<file path="src/rtl/dwt_pkg.sv">
package dwt_pkg;

    localparam int COORD_W    = 12;
    localparam int SUM_W      = COORD_W + 1;
    localparam int FRAME_W    = 24;
    localparam int KEEP_W     = 8;
    localparam int TRACE_W    = 12;
    localparam int ID_OUT_W   = 10;
    localparam int SLOT_OUT_W = 4;
    localparam int DROP_W     = 5;
    localparam int CFG_IDX_W  = 2;
    localparam int CFG_DATA_W = 12;

    localparam logic [KEEP_W-1:0]  KEEP_RESET  = 8'd10;
    localparam logic [TRACE_W-1:0] TRACE_RESET = 12'd40;

    localparam logic KIND_DETECT = 1'b0;
    localparam logic KIND_AGING  = 1'b1;

    typedef enum logic [CFG_IDX_W-1:0] {
        CFG_KEEP_LIMIT  = 2'd0,
        CFG_TRACE_WIDTH = 2'd1
    } cfg_index_t;

    typedef enum logic [1:0] {
        ST_IDLE,
        ST_SCAN,
        ST_DONE
    } state_t;

    typedef struct packed {
        logic [KEEP_W-1:0]  keep_limit;
        logic [TRACE_W-1:0] trace_width;
    } cfg_t;

    typedef struct packed {
        logic x_in;
        logic y_in;
        logic fresh;
    } match_t;

endpackage

</file>
<file path="src/rtl/detection_window_tracker_top.sv">
// channel | direction | handshake              | word
// --------+-----------+------------------------+--------------------------------------------
// in      | in        | in_valid / in_ready    | kind, box edges, frame_number
// out     | out       | out_valid / out_ready  | track_id, slot_index, matched, table_full,
//         |           |                        | dropped_count
// cfg     | in        | cfg_valid / cfg_ready  | cfg_index, cfg_data
//
// a new item is taken only once the previous one has left the done state; the slot scan
// makes one table read and one pass of the shared compare unit per slot
// a detection that matches slot j ends the scan early
// reset clears the valid bits, the id counter and the control registers; no clearing pass
// a result waits in the output register; the next item is taken meanwhile, and a
// finished result stalls in the done state until the output register is free
module detection_window_tracker_top #(
    parameter int NUM_SLOTS  = 16,
    parameter int ID_MODULUS = 1000
) (
    input  logic                             clk,
    input  logic                             rst_n,
    input  logic                             in_valid,
    output logic                             in_ready,
    input  logic                             kind,
    input  logic [dwt_pkg::COORD_W-1:0]      left_x,
    input  logic [dwt_pkg::COORD_W-1:0]      top_y,
    input  logic [dwt_pkg::COORD_W-1:0]      right_x,
    input  logic [dwt_pkg::COORD_W-1:0]      bottom_y,
    input  logic [dwt_pkg::FRAME_W-1:0]      frame_number,
    output logic                             out_valid,
    input  logic                             out_ready,
    output logic [dwt_pkg::ID_OUT_W-1:0]     track_id,
    output logic [dwt_pkg::SLOT_OUT_W-1:0]   slot_index,
    output logic                             matched,
    output logic                             table_full,
    output logic [dwt_pkg::DROP_W-1:0]       dropped_count,
    input  logic                             cfg_valid,
    output logic                             cfg_ready,
    input  logic [dwt_pkg::CFG_IDX_W-1:0]    cfg_index,
    input  logic [dwt_pkg::CFG_DATA_W-1:0]   cfg_data
);

    import dwt_pkg::*;

    localparam int SLOT_W  = (NUM_SLOTS > 1) ? $clog2(NUM_SLOTS) : 1;
    localparam int CNT_W   = SLOT_W + 1;
    localparam int ID_W    = (ID_MODULUS > 1) ? $clog2(ID_MODULUS) : 1;
    localparam int ENTRY_W = SUM_W + SUM_W + FRAME_W + ID_W;

    localparam logic [CNT_W-1:0] CNT_SLOTS = CNT_W'(NUM_SLOTS);
    localparam logic [CNT_W-1:0] CNT_LAST  = CNT_W'(NUM_SLOTS - 1);
    localparam logic [ID_W-1:0]  ID_LAST   = ID_W'(ID_MODULUS - 1);

    cfg_t   cfg;
    match_t mres;

    state_t state_reg, state_next;

    logic                 kind_reg, kind_next;
    logic [SUM_W-1:0]     sx_reg, sx_next;
    logic [SUM_W-1:0]     sy_reg, sy_next;
    logic [FRAME_W-1:0]   frame_reg, frame_next;

    logic [CNT_W-1:0]     issue_cnt_reg, issue_cnt_next;
    logic                 cmp_vld_reg, cmp_vld_next;
    logic [SLOT_W-1:0]    cmp_idx_reg, cmp_idx_next;
    logic                 cmp_last_reg, cmp_last_next;
    logic                 free_found_reg, free_found_next;
    logic [SLOT_W-1:0]    free_idx_reg, free_idx_next;
    logic [DROP_W-1:0]    drop_cnt_reg, drop_cnt_next;

    logic [NUM_SLOTS-1:0] slot_valid_reg, slot_valid_next;
    logic [ID_W-1:0]      next_id_reg, next_id_next;

    logic [ID_W-1:0]      res_id_reg, res_id_next;
    logic [SLOT_W-1:0]    res_slot_reg, res_slot_next;
    logic                 res_matched_reg, res_matched_next;
    logic                 res_full_reg, res_full_next;
    logic [DROP_W-1:0]    res_drop_reg, res_drop_next;

    logic                    out_valid_reg, out_valid_next;
    logic [ID_OUT_W-1:0]     track_id_reg, track_id_next;
    logic [SLOT_OUT_W-1:0]   slot_index_reg, slot_index_next;
    logic                    matched_reg, matched_next;
    logic                    table_full_reg, table_full_next;
    logic [DROP_W-1:0]       dropped_count_reg, dropped_count_next;

    logic                 ram_we;
    logic [SLOT_W-1:0]    ram_waddr;
    logic [ENTRY_W-1:0]   ram_wdata;
    logic [ENTRY_W-1:0]   ram_rdata;

    logic [SUM_W-1:0]     rd_sum_x;
    logic [SUM_W-1:0]     rd_sum_y;
    logic [FRAME_W-1:0]   rd_frame;
    logic [ID_W-1:0]      rd_id;

    logic                 cur_valid;
    logic                 hit;
    logic                 stale;
    logic                 have_free;
    logic [SLOT_W-1:0]    free_sel;
    logic [DROP_W-1:0]    drop_inc;

    dwt_cfg_regs u_cfg (
        .clk       (clk),
        .rst_n     (rst_n),
        .cfg_valid (cfg_valid),
        .cfg_ready (cfg_ready),
        .cfg_index (cfg_index),
        .cfg_data  (cfg_data),
        .cfg       (cfg)
    );

    dwt_ram #(
        .WIDTH (ENTRY_W),
        .DEPTH (NUM_SLOTS)
    ) u_table (
        .clk   (clk),
        .we    (ram_we),
        .waddr (ram_waddr),
        .wdata (ram_wdata),
        .raddr (issue_cnt_reg[SLOT_W-1:0]),
        .rdata (ram_rdata)
    );

    assign rd_sum_x = ram_rdata[ENTRY_W-1 -: SUM_W];
    assign rd_sum_y = ram_rdata[ENTRY_W-SUM_W-1 -: SUM_W];
    assign rd_frame = ram_rdata[ID_W +: FRAME_W];
    assign rd_id    = ram_rdata[ID_W-1:0];

    dwt_match_unit u_match (
        .cfg         (cfg),
        .entry_sum_x (rd_sum_x),
        .entry_sum_y (rd_sum_y),
        .entry_frame (rd_frame),
        .box_sum_x   (sx_reg),
        .box_sum_y   (sy_reg),
        .frame       (frame_reg),
        .result      (mres)
    );

    assign cfg_ready = 1'b1;
    assign in_ready  = (state_reg == ST_IDLE);

    assign cur_valid = slot_valid_reg[cmp_idx_reg];
    assign hit       = cur_valid && mres.x_in && mres.y_in && mres.fresh;
    assign stale     = cur_valid && !mres.fresh;
    assign have_free = free_found_reg || !cur_valid;
    assign free_sel  = free_found_reg ? free_idx_reg : cmp_idx_reg;
    assign drop_inc  = (drop_cnt_reg == '1) ? drop_cnt_reg : drop_cnt_reg + 1'b1;

    always_comb
    begin
        state_next         = state_reg;
        kind_next          = kind_reg;
        sx_next            = sx_reg;
        sy_next            = sy_reg;
        frame_next         = frame_reg;
        issue_cnt_next     = issue_cnt_reg;
        cmp_vld_next       = cmp_vld_reg;
        cmp_idx_next       = cmp_idx_reg;
        cmp_last_next      = cmp_last_reg;
        free_found_next    = free_found_reg;
        free_idx_next      = free_idx_reg;
        drop_cnt_next      = drop_cnt_reg;
        slot_valid_next    = slot_valid_reg;
        next_id_next       = next_id_reg;
        res_id_next        = res_id_reg;
        res_slot_next      = res_slot_reg;
        res_matched_next   = res_matched_reg;
        res_full_next      = res_full_reg;
        res_drop_next      = res_drop_reg;
        out_valid_next     = out_valid_reg;
        track_id_next      = track_id_reg;
        slot_index_next    = slot_index_reg;
        matched_next       = matched_reg;
        table_full_next    = table_full_reg;
        dropped_count_next = dropped_count_reg;
        ram_we             = 1'b0;
        ram_waddr          = cmp_idx_reg;
        ram_wdata          = {sx_reg, sy_reg, frame_reg, rd_id};

        if (out_valid_reg && out_ready)
        begin
            out_valid_next = 1'b0;
        end

        case (state_reg)
            ST_IDLE:
            begin
                if (in_valid)
                begin
                    kind_next       = kind;
                    sx_next         = SUM_W'(left_x) + SUM_W'(right_x);
                    sy_next         = SUM_W'(top_y) + SUM_W'(bottom_y);
                    frame_next      = frame_number;
                    issue_cnt_next  = '0;
                    cmp_vld_next    = 1'b0;
                    free_found_next = 1'b0;
                    drop_cnt_next   = '0;
                    state_next      = ST_SCAN;
                end
            end

            ST_SCAN:
            begin
                // table read one slot ahead of the compare
                if (issue_cnt_reg < CNT_SLOTS)
                begin
                    cmp_vld_next   = 1'b1;
                    cmp_idx_next   = issue_cnt_reg[SLOT_W-1:0];
                    cmp_last_next  = (issue_cnt_reg == CNT_LAST);
                    issue_cnt_next = issue_cnt_reg + 1'b1;
                end
                else
                begin
                    cmp_vld_next = 1'b0;
                end

                if (cmp_vld_reg)
                begin
                    if (kind_reg == KIND_AGING)
                    begin
                        if (stale)
                        begin
                            slot_valid_next[cmp_idx_reg] = 1'b0;
                            drop_cnt_next                = drop_inc;
                        end
                        if (cmp_last_reg)
                        begin
                            res_id_next      = '0;
                            res_slot_next    = '0;
                            res_matched_next = 1'b0;
                            res_full_next    = 1'b0;
                            res_drop_next    = stale ? drop_inc : drop_cnt_reg;
                            state_next       = ST_DONE;
                        end
                    end
                    else if (hit)
                    begin
                        // matched window keeps its id
                        ram_we           = 1'b1;
                        ram_waddr        = cmp_idx_reg;
                        ram_wdata        = {sx_reg, sy_reg, frame_reg, rd_id};
                        res_id_next      = rd_id;
                        res_slot_next    = cmp_idx_reg;
                        res_matched_next = 1'b1;
                        res_full_next    = 1'b0;
                        res_drop_next    = '0;
                        state_next       = ST_DONE;
                    end
                    else
                    begin
                        if (!free_found_reg && !cur_valid)
                        begin
                            free_found_next = 1'b1;
                            free_idx_next   = cmp_idx_reg;
                        end
                        if (cmp_last_reg)
                        begin
                            res_matched_next = 1'b0;
                            res_drop_next    = '0;
                            if (have_free)
                            begin
                                ram_we                    = 1'b1;
                                ram_waddr                 = free_sel;
                                ram_wdata = {sx_reg, sy_reg, frame_reg, next_id_reg};
                                slot_valid_next[free_sel] = 1'b1;
                                next_id_next  = (next_id_reg == ID_LAST) ? '0
                                                                         : next_id_reg + 1'b1;
                                res_id_next   = next_id_reg;
                                res_slot_next = free_sel;
                                res_full_next = 1'b0;
                            end
                            else
                            begin
                                res_id_next   = '0;
                                res_slot_next = '0;
                                res_full_next = 1'b1;
                            end
                            state_next = ST_DONE;
                        end
                    end
                end
            end

            ST_DONE:
            begin
                if (!out_valid_reg || out_ready)
                begin
                    out_valid_next     = 1'b1;
                    track_id_next      = ID_OUT_W'(res_id_reg);
                    slot_index_next    = SLOT_OUT_W'(res_slot_reg);
                    matched_next       = res_matched_reg;
                    table_full_next    = res_full_reg;
                    dropped_count_next = res_drop_reg;
                    state_next         = ST_IDLE;
                end
            end

            default:
            begin
                state_next = ST_IDLE;
            end
        endcase
    end

    always_ff @(posedge clk or negedge rst_n)
    begin
        if (!rst_n)
        begin
            state_reg      <= ST_IDLE;
            issue_cnt_reg  <= '0;
            cmp_vld_reg    <= 1'b0;
            cmp_last_reg   <= 1'b0;
            free_found_reg <= 1'b0;
            drop_cnt_reg   <= '0;
            slot_valid_reg <= '0;
            next_id_reg    <= '0;
            out_valid_reg  <= 1'b0;
        end
        else
        begin
            state_reg      <= state_next;
            issue_cnt_reg  <= issue_cnt_next;
            cmp_vld_reg    <= cmp_vld_next;
            cmp_last_reg   <= cmp_last_next;
            free_found_reg <= free_found_next;
            drop_cnt_reg   <= drop_cnt_next;
            slot_valid_reg <= slot_valid_next;
            next_id_reg    <= next_id_next;
            out_valid_reg  <= out_valid_next;
        end
    end

    always_ff @(posedge clk)
    begin
        kind_reg          <= kind_next;
        sx_reg            <= sx_next;
        sy_reg            <= sy_next;
        frame_reg         <= frame_next;
        cmp_idx_reg       <= cmp_idx_next;
        free_idx_reg      <= free_idx_next;
        res_id_reg        <= res_id_next;
        res_slot_reg      <= res_slot_next;
        res_matched_reg   <= res_matched_next;
        res_full_reg      <= res_full_next;
        res_drop_reg      <= res_drop_next;
        track_id_reg      <= track_id_next;
        slot_index_reg    <= slot_index_next;
        matched_reg       <= matched_next;
        table_full_reg    <= table_full_next;
        dropped_count_reg <= dropped_count_next;
    end

    assign out_valid     = out_valid_reg;
    assign track_id      = track_id_reg;
    assign slot_index    = slot_index_reg;
    assign matched       = matched_reg;
    assign table_full    = table_full_reg;
    assign dropped_count = dropped_count_reg;

endmodule

</file>
<file path="src/rtl/dwt_ram.sv">
module dwt_ram #(
    parameter int WIDTH = 8,
    parameter int DEPTH = 16
) (
    input  logic                                         clk,
    input  logic                                         we,
    input  logic [((DEPTH > 1) ? $clog2(DEPTH) : 1)-1:0] waddr,
    input  logic [WIDTH-1:0]                             wdata,
    input  logic [((DEPTH > 1) ? $clog2(DEPTH) : 1)-1:0] raddr,
    output logic [WIDTH-1:0]                             rdata
);

    logic [WIDTH-1:0] mem [DEPTH];

    always_ff @(posedge clk)
    begin
        if (we)
        begin
            mem[waddr] <= wdata;
        end
        rdata <= mem[raddr];
    end

endmodule

</file>
<file path="src/rtl/dwt_cfg_regs.sv">
module dwt_cfg_regs (
    input  logic                           clk,
    input  logic                           rst_n,
    input  logic                           cfg_valid,
    input  logic                           cfg_ready,
    input  logic [dwt_pkg::CFG_IDX_W-1:0]  cfg_index,
    input  logic [dwt_pkg::CFG_DATA_W-1:0] cfg_data,
    output dwt_pkg::cfg_t                  cfg
);

    import dwt_pkg::*;

    cfg_t cfg_reg;
    cfg_t cfg_next;

    always_comb
    begin
        cfg_next = cfg_reg;
        if (cfg_valid && cfg_ready)
        begin
            case (cfg_index)
                CFG_KEEP_LIMIT:  cfg_next.keep_limit  = cfg_data[KEEP_W-1:0];
                CFG_TRACE_WIDTH: cfg_next.trace_width = cfg_data[TRACE_W-1:0];
                default:         cfg_next = cfg_reg;
            endcase
        end
    end

    always_ff @(posedge clk or negedge rst_n)
    begin
        if (!rst_n)
        begin
            cfg_reg.keep_limit  <= KEEP_RESET;
            cfg_reg.trace_width <= TRACE_RESET;
        end
        else
        begin
            cfg_reg <= cfg_next;
        end
    end

    assign cfg = cfg_reg;

endmodule

</file>
<file path="src/rtl/dwt_match_unit.sv">
module dwt_match_unit (
    input  dwt_pkg::cfg_t                cfg,
    input  logic [dwt_pkg::SUM_W-1:0]    entry_sum_x,
    input  logic [dwt_pkg::SUM_W-1:0]    entry_sum_y,
    input  logic [dwt_pkg::FRAME_W-1:0]  entry_frame,
    input  logic [dwt_pkg::SUM_W-1:0]    box_sum_x,
    input  logic [dwt_pkg::SUM_W-1:0]    box_sum_y,
    input  logic [dwt_pkg::FRAME_W-1:0]  frame,
    output dwt_pkg::match_t              result
);

    import dwt_pkg::*;

    localparam int AGE_W = FRAME_W + 1;

    logic [SUM_W-1:0] lim2;
    logic [SUM_W-1:0] diff_x;
    logic [SUM_W-1:0] diff_y;
    logic [AGE_W-1:0] expiry;

    // centers are coordinate sums, so the bound is doubled
    assign lim2   = {cfg.trace_width, 1'b0};
    assign diff_x = (entry_sum_x >= box_sum_x) ? (entry_sum_x - box_sum_x)
                                               : (box_sum_x - entry_sum_x);
    assign diff_y = (entry_sum_y >= box_sum_y) ? (entry_sum_y - box_sum_y)
                                               : (box_sum_y - entry_sum_y);
    assign expiry = AGE_W'(entry_frame) + AGE_W'(cfg.keep_limit);

    assign result.x_in  = diff_x < lim2;
    assign result.y_in  = diff_y < lim2;
    assign result.fresh = expiry >= AGE_W'(frame);

endmodule

</file>
<file path="config.mk">
export PLATFORM = sky130hd
export DESIGN_NAME = detection_window_tracker_top
export DESIGN_NICKNAME = d
export VERILOG_FILES = /design/src/rtl/dwt_pkg.sv /design/src/rtl/detection_window_tracker_top.sv /design/src/rtl/dwt_ram.sv /design/src/rtl/dwt_cfg_regs.sv /design/src/rtl/dwt_match_unit.sv
export SDC_FILE = /design/constraint.sdc
export NUM_CORES = 1
export LEC_CHECK = 0
export BUFFER_PORTS_ARGS = -buffer_cell sky130_fd_sc_hd__buf_2
export CAP_MARGIN = 20
export CORE_ASPECT_RATIO = 1.5
export CORE_UTILIZATION = 30
export CTS_CLUSTER_DIAMETER = 40
export DETAILED_ROUTE_END_ITERATION = 7
export GPL_TIMING_DRIVEN = 0
export HOLD_SLACK_MARGIN = 0.06
export PLACE_DENSITY = 0.48
export SLEW_MARGIN = 5
export SYNTH_ARGS = -nofsm -noshare
export SYNTH_HDL_FRONTEND = slang
export SYNTH_HIERARCHICAL = 1
export SYNTH_SLANG_ARGS = --single-unit
</file>
<file path="constraint.sdc">
create_clock -name clk -period 16.6 [get_ports clk]
set_input_delay 3.32 -clock clk [delete_from_list [all_inputs] [get_ports clk]]
set_output_delay 3.32 -clock clk [all_outputs]
set_load 0.01 [all_outputs]
</file>
==> flow_metrics.py <==
metrics = {
    "die": {
        "start_util_pct": 30.2,
        "rows": 181,
        "core_um2": 162000,
        "die_width_um": 332,
        "dieArea_um2": 165000,
        "io_pins": 116,
        "die_y_um": 496,
    },
    "logic_synthesis": {
        "synth_top_area_cell": "edfxtp_1",
        "yosysMostFrequentCell": "edfxtp_1",
        "synthSimpleGateAreaFrac_pct": 4.04,
        "synthCells": 2743,
        "yosys.area_share.adder_pct": 3.66,
        "synth_area_leaders": "edfxtp_1 (65%), mux4_2 (11%), ha_1 (3.4%)",
        "synth_xor_area_share_pct": 1.16,
        "syn_area_um2": 48900,
        "ys_seq_area_share_pct": 70.8,
        "synth_edf_count": 1061,
        "synth_top_family_by_area": "multiplexers",
        "muxShareOfSynthArea_pct": 12.4,
        "synth_common_cells": "edfxtp_1 (1061), mux4_2 (244), nand2_1 (163)",
        "yosysTopAreaCellShare_pct": 65.2,
        "synth_top_flop_cell": "edfxtp_1",
        "ys_async_sr_fraction_pct": 5.24,
        "synth_cell_types": 80,
        "ys_ff_latch": 1183,
        "syn_area_per_cell_um2": 17.8,
        "synth_warnings": 6,
        "synth_compound_area_share_pct": 5.70,
    },
    "final_layout": {
        "multi_input_area_um2": 13300,
        "area_growth_pct": 19.4,
        "layout.nets": 3309,
        "layout-drive-gt1-share_pct": 25.4,
        "final_area_um2": 58400,
        "largest_reg_flops": 960,
        "fill_cells": 15117,
        "ff_latch_area_um2": 34600,
    },
    "clock_network": {
        "cts_buffers": 142,
        "cts_hold_buf": 0,
        "clkLatencyLatePin_ns": 0.78,
        "clock_sinks": 1183,
        "tritoncts": "yes",
        "cts_root_buf": "clkbuf_16",
        "post-cts-setup-buffers": 0,
        "htree_levels": 4,
        "cts_resized": 0,
        "clock_path_buffers": 3,
        "path_clk_slew_ns": 0.06,
    },
    "global_route": {
        "overflow": 0,
        "grt_max_degree": 56,
        "grt_pass1_wl_um": 182000,
        "antenna_found_initial": 6,
        "first_global_vias": 27390,
        "grt_use_total_pct": 15.0,
    },
    "routing": {
        "vias": 25862,
        "wl_per_cell_um": 23.1,
        "drc": 0,
        "dr.pass1.iters": 5,
        "wl_um": 123000,
        "first_iter_violations": 1711,
        "via_per_inst": 4.88,
        "ant_nets": 0,
    },
    "timing": {
        "relSlewSlack_pct": 25.6,
        "final-setup-viol-count": 0,
        "period_share_pct": 48.0,
        "fmax_mhz": 125,
        "setup_slack_ns": 8.62,
        "fin_crit_ns": 7.98,
        "worstMarginPinSlew_ns": 1.12,
        "maxSlewViolCount": 0,
        "setup_tns_ns": 0,
        "finalHoldViolCount": 0,
        "skew_ns": 0.0278,
        "rsz0062_at_grt": "no",
    },
    "critical_path": {
        "critPathKind": "flip-flop to flip-flop",
        "crit_top_cell": "buf_4",
        "reg2reg_slack_ns": 8.62,
        "arrival_ns": 8.44,
        "end_kind": "flip-flop",
        "cp.buffers_inverters": 5,
        "slowest_delay_ns": 0.66,
        "critical_path.top_delay_family": "simple AND/OR/NAND/NOR gates",
        "required_ns": 17.06,
        "start_kind": "flip-flop",
        "critPathSlowestCell": "edfxtp_1",
        "worstPathMaxFanout": 18,
    },
    "place": {
        "post_dp_cell_area_um2": 53400,
        "detailed_place_hpwl_um": 83900,
        "routabilityCongestion": 0.797,
        "portBuffers": 114,
        "dp_slack_ns": 8.56,
    },
    "power_and_ir_drop": {
        "switching_power_mw": 2.14,
        "p_sw_share_pct": 26.5,
        "irDropWorstVdd_v": 0.0000859,
        "pwr_density_cell_nw_per_um2": 138,
        "p_total_mw": 8.08,
        "p_int_mw": 5.93,
        "power_frac_comb_pct": 17.3,
        "leakagePower_nw": 19.8,
        "p_clk_share_pct": 40.5,
        "pwr-share-seq_pct": 42.2,
    },
    "worst_hold_path": {
        "hold_class": "flip-flop to flip-flop",
    },
    "job": {
        "cap_violations": 0,
    },
    "outcome": {
        "status": "complete, no violations",
    },
}
placed cells by master, fill, tap and decap left out, drive strengths merged, types with 33 or more instances in the layout:
| master | count |
|---|---|
| edfxtp | 1061 |
| dfxtp | 60 |
| a21o | 33 |
| inv | 151 |
| a21oi | 66 |
| o21ai | 72 |
| mux4 | 244 |
| a22oi | 120 |
| nand2 | 163 |
| ha | 132 |
| xnor2 | 41 |
| clkbuf | 217 |
| buf | 258 |
| nor2 | 78 |
| nand3 | 35 |
| mux2 | 34 |
| dfrtp | 58 |
final timing paths:
kind                                               start  depth (start not counted)                            to
max in group asynchronous                          rst_n                          2      u_cfg/cfg[3]$_DFFE_PN1P_
min                        res_drop_reg[1]$_SDFFCE_PN0P_                          0    dropped_count[1]$_DFFE_PP_
max reg2reg                          sx_reg[8]$_DFFE_PP_                         27  u_table/mem[0][25]$_DFFE_PP_
min reg2reg                res_drop_reg[1]$_SDFFCE_PN0P_                          0    dropped_count[1]$_DFFE_PP_
min in group asynchronous                          rst_n                          1    next_id_reg[9]$_DFFE_PN0P_
max                                  sx_reg[8]$_DFFE_PP_                         27  u_table/mem[0][25]$_DFFE_PP_
per-stage QoR:
stage,hold WS (ns),util (%),instances
floorplan,0.400,-,2745
CTS,0.419,36.0,5299
global placement,0.403,32.2,4963
finish,0.417,36.0,5304
detailed placement,0.406,33.0,5038
global route,0.423,36.0,5300
power by group through the flow:
stage / Clock [mW] / Combinational, mW / Sequential [mW]
after floorplan: 0 / 1.03 / 3.44
after global placement: 0 / 1.41 / 3.47
after detailed placement: 0 / 1.42 / 3.48
after CTS: 3.35 / 1.43 / 3.41
after global routing: 3.45 / 1.55 / 3.42
final: 3.27 / 1.40 / 3.41
kinds of logic after synthesis:
family,Yosys count
AO/OA/AOI/OAI,405
XOR/XNOR,65
adder cells (fa/ha/maj),139
buffers and inverters,245
flip-flops,1183
multiplexers,292
other,1
AND/OR/NAND/NOR,413
layout make-up:
type | count | share of cell area, %
Inverter | 124 | 0.802
Tap cell | 2104 | 4.51
Timing Repair Buffer | 189 | 2.95
Sequential cell | 1183 | 59.3
Antenna cell | 5 | 0.0214
Clock inverter | 96 | 2.06
Multi-Input combinational cell | 1317 | 22.8
Buffer | 121 | 1.08
Clock buffer | 165 | 6.48
layer usage:
layer,routed length [um],GRT usage [%],vias up,part of all wire (%)
met5,0,0,-,0
met2,65100,27.3,499,53
met1,50500,18.1,13541,41
met4,2710,4.43,0,2.2
li1,-,-,11654,-
met3,4440,2.29,168,3.6
worst reg2reg max path: cells and delay by family (launching register included):
| kind | cells | cell delay (ns) |
|---|---|---|
| mux | 2 | 0.64 |
| compound gates | 8 | 1.26 |
| buf+inv | 5 | 1.37 |
| simple gates | 9 | 2.82 |
| fa+ha+maj | 2 | 0.70 |
| xor+xnor | 1 | 0.23 |
| flops | 1 | 0.66 |
(Power assumes the default switching activity.)
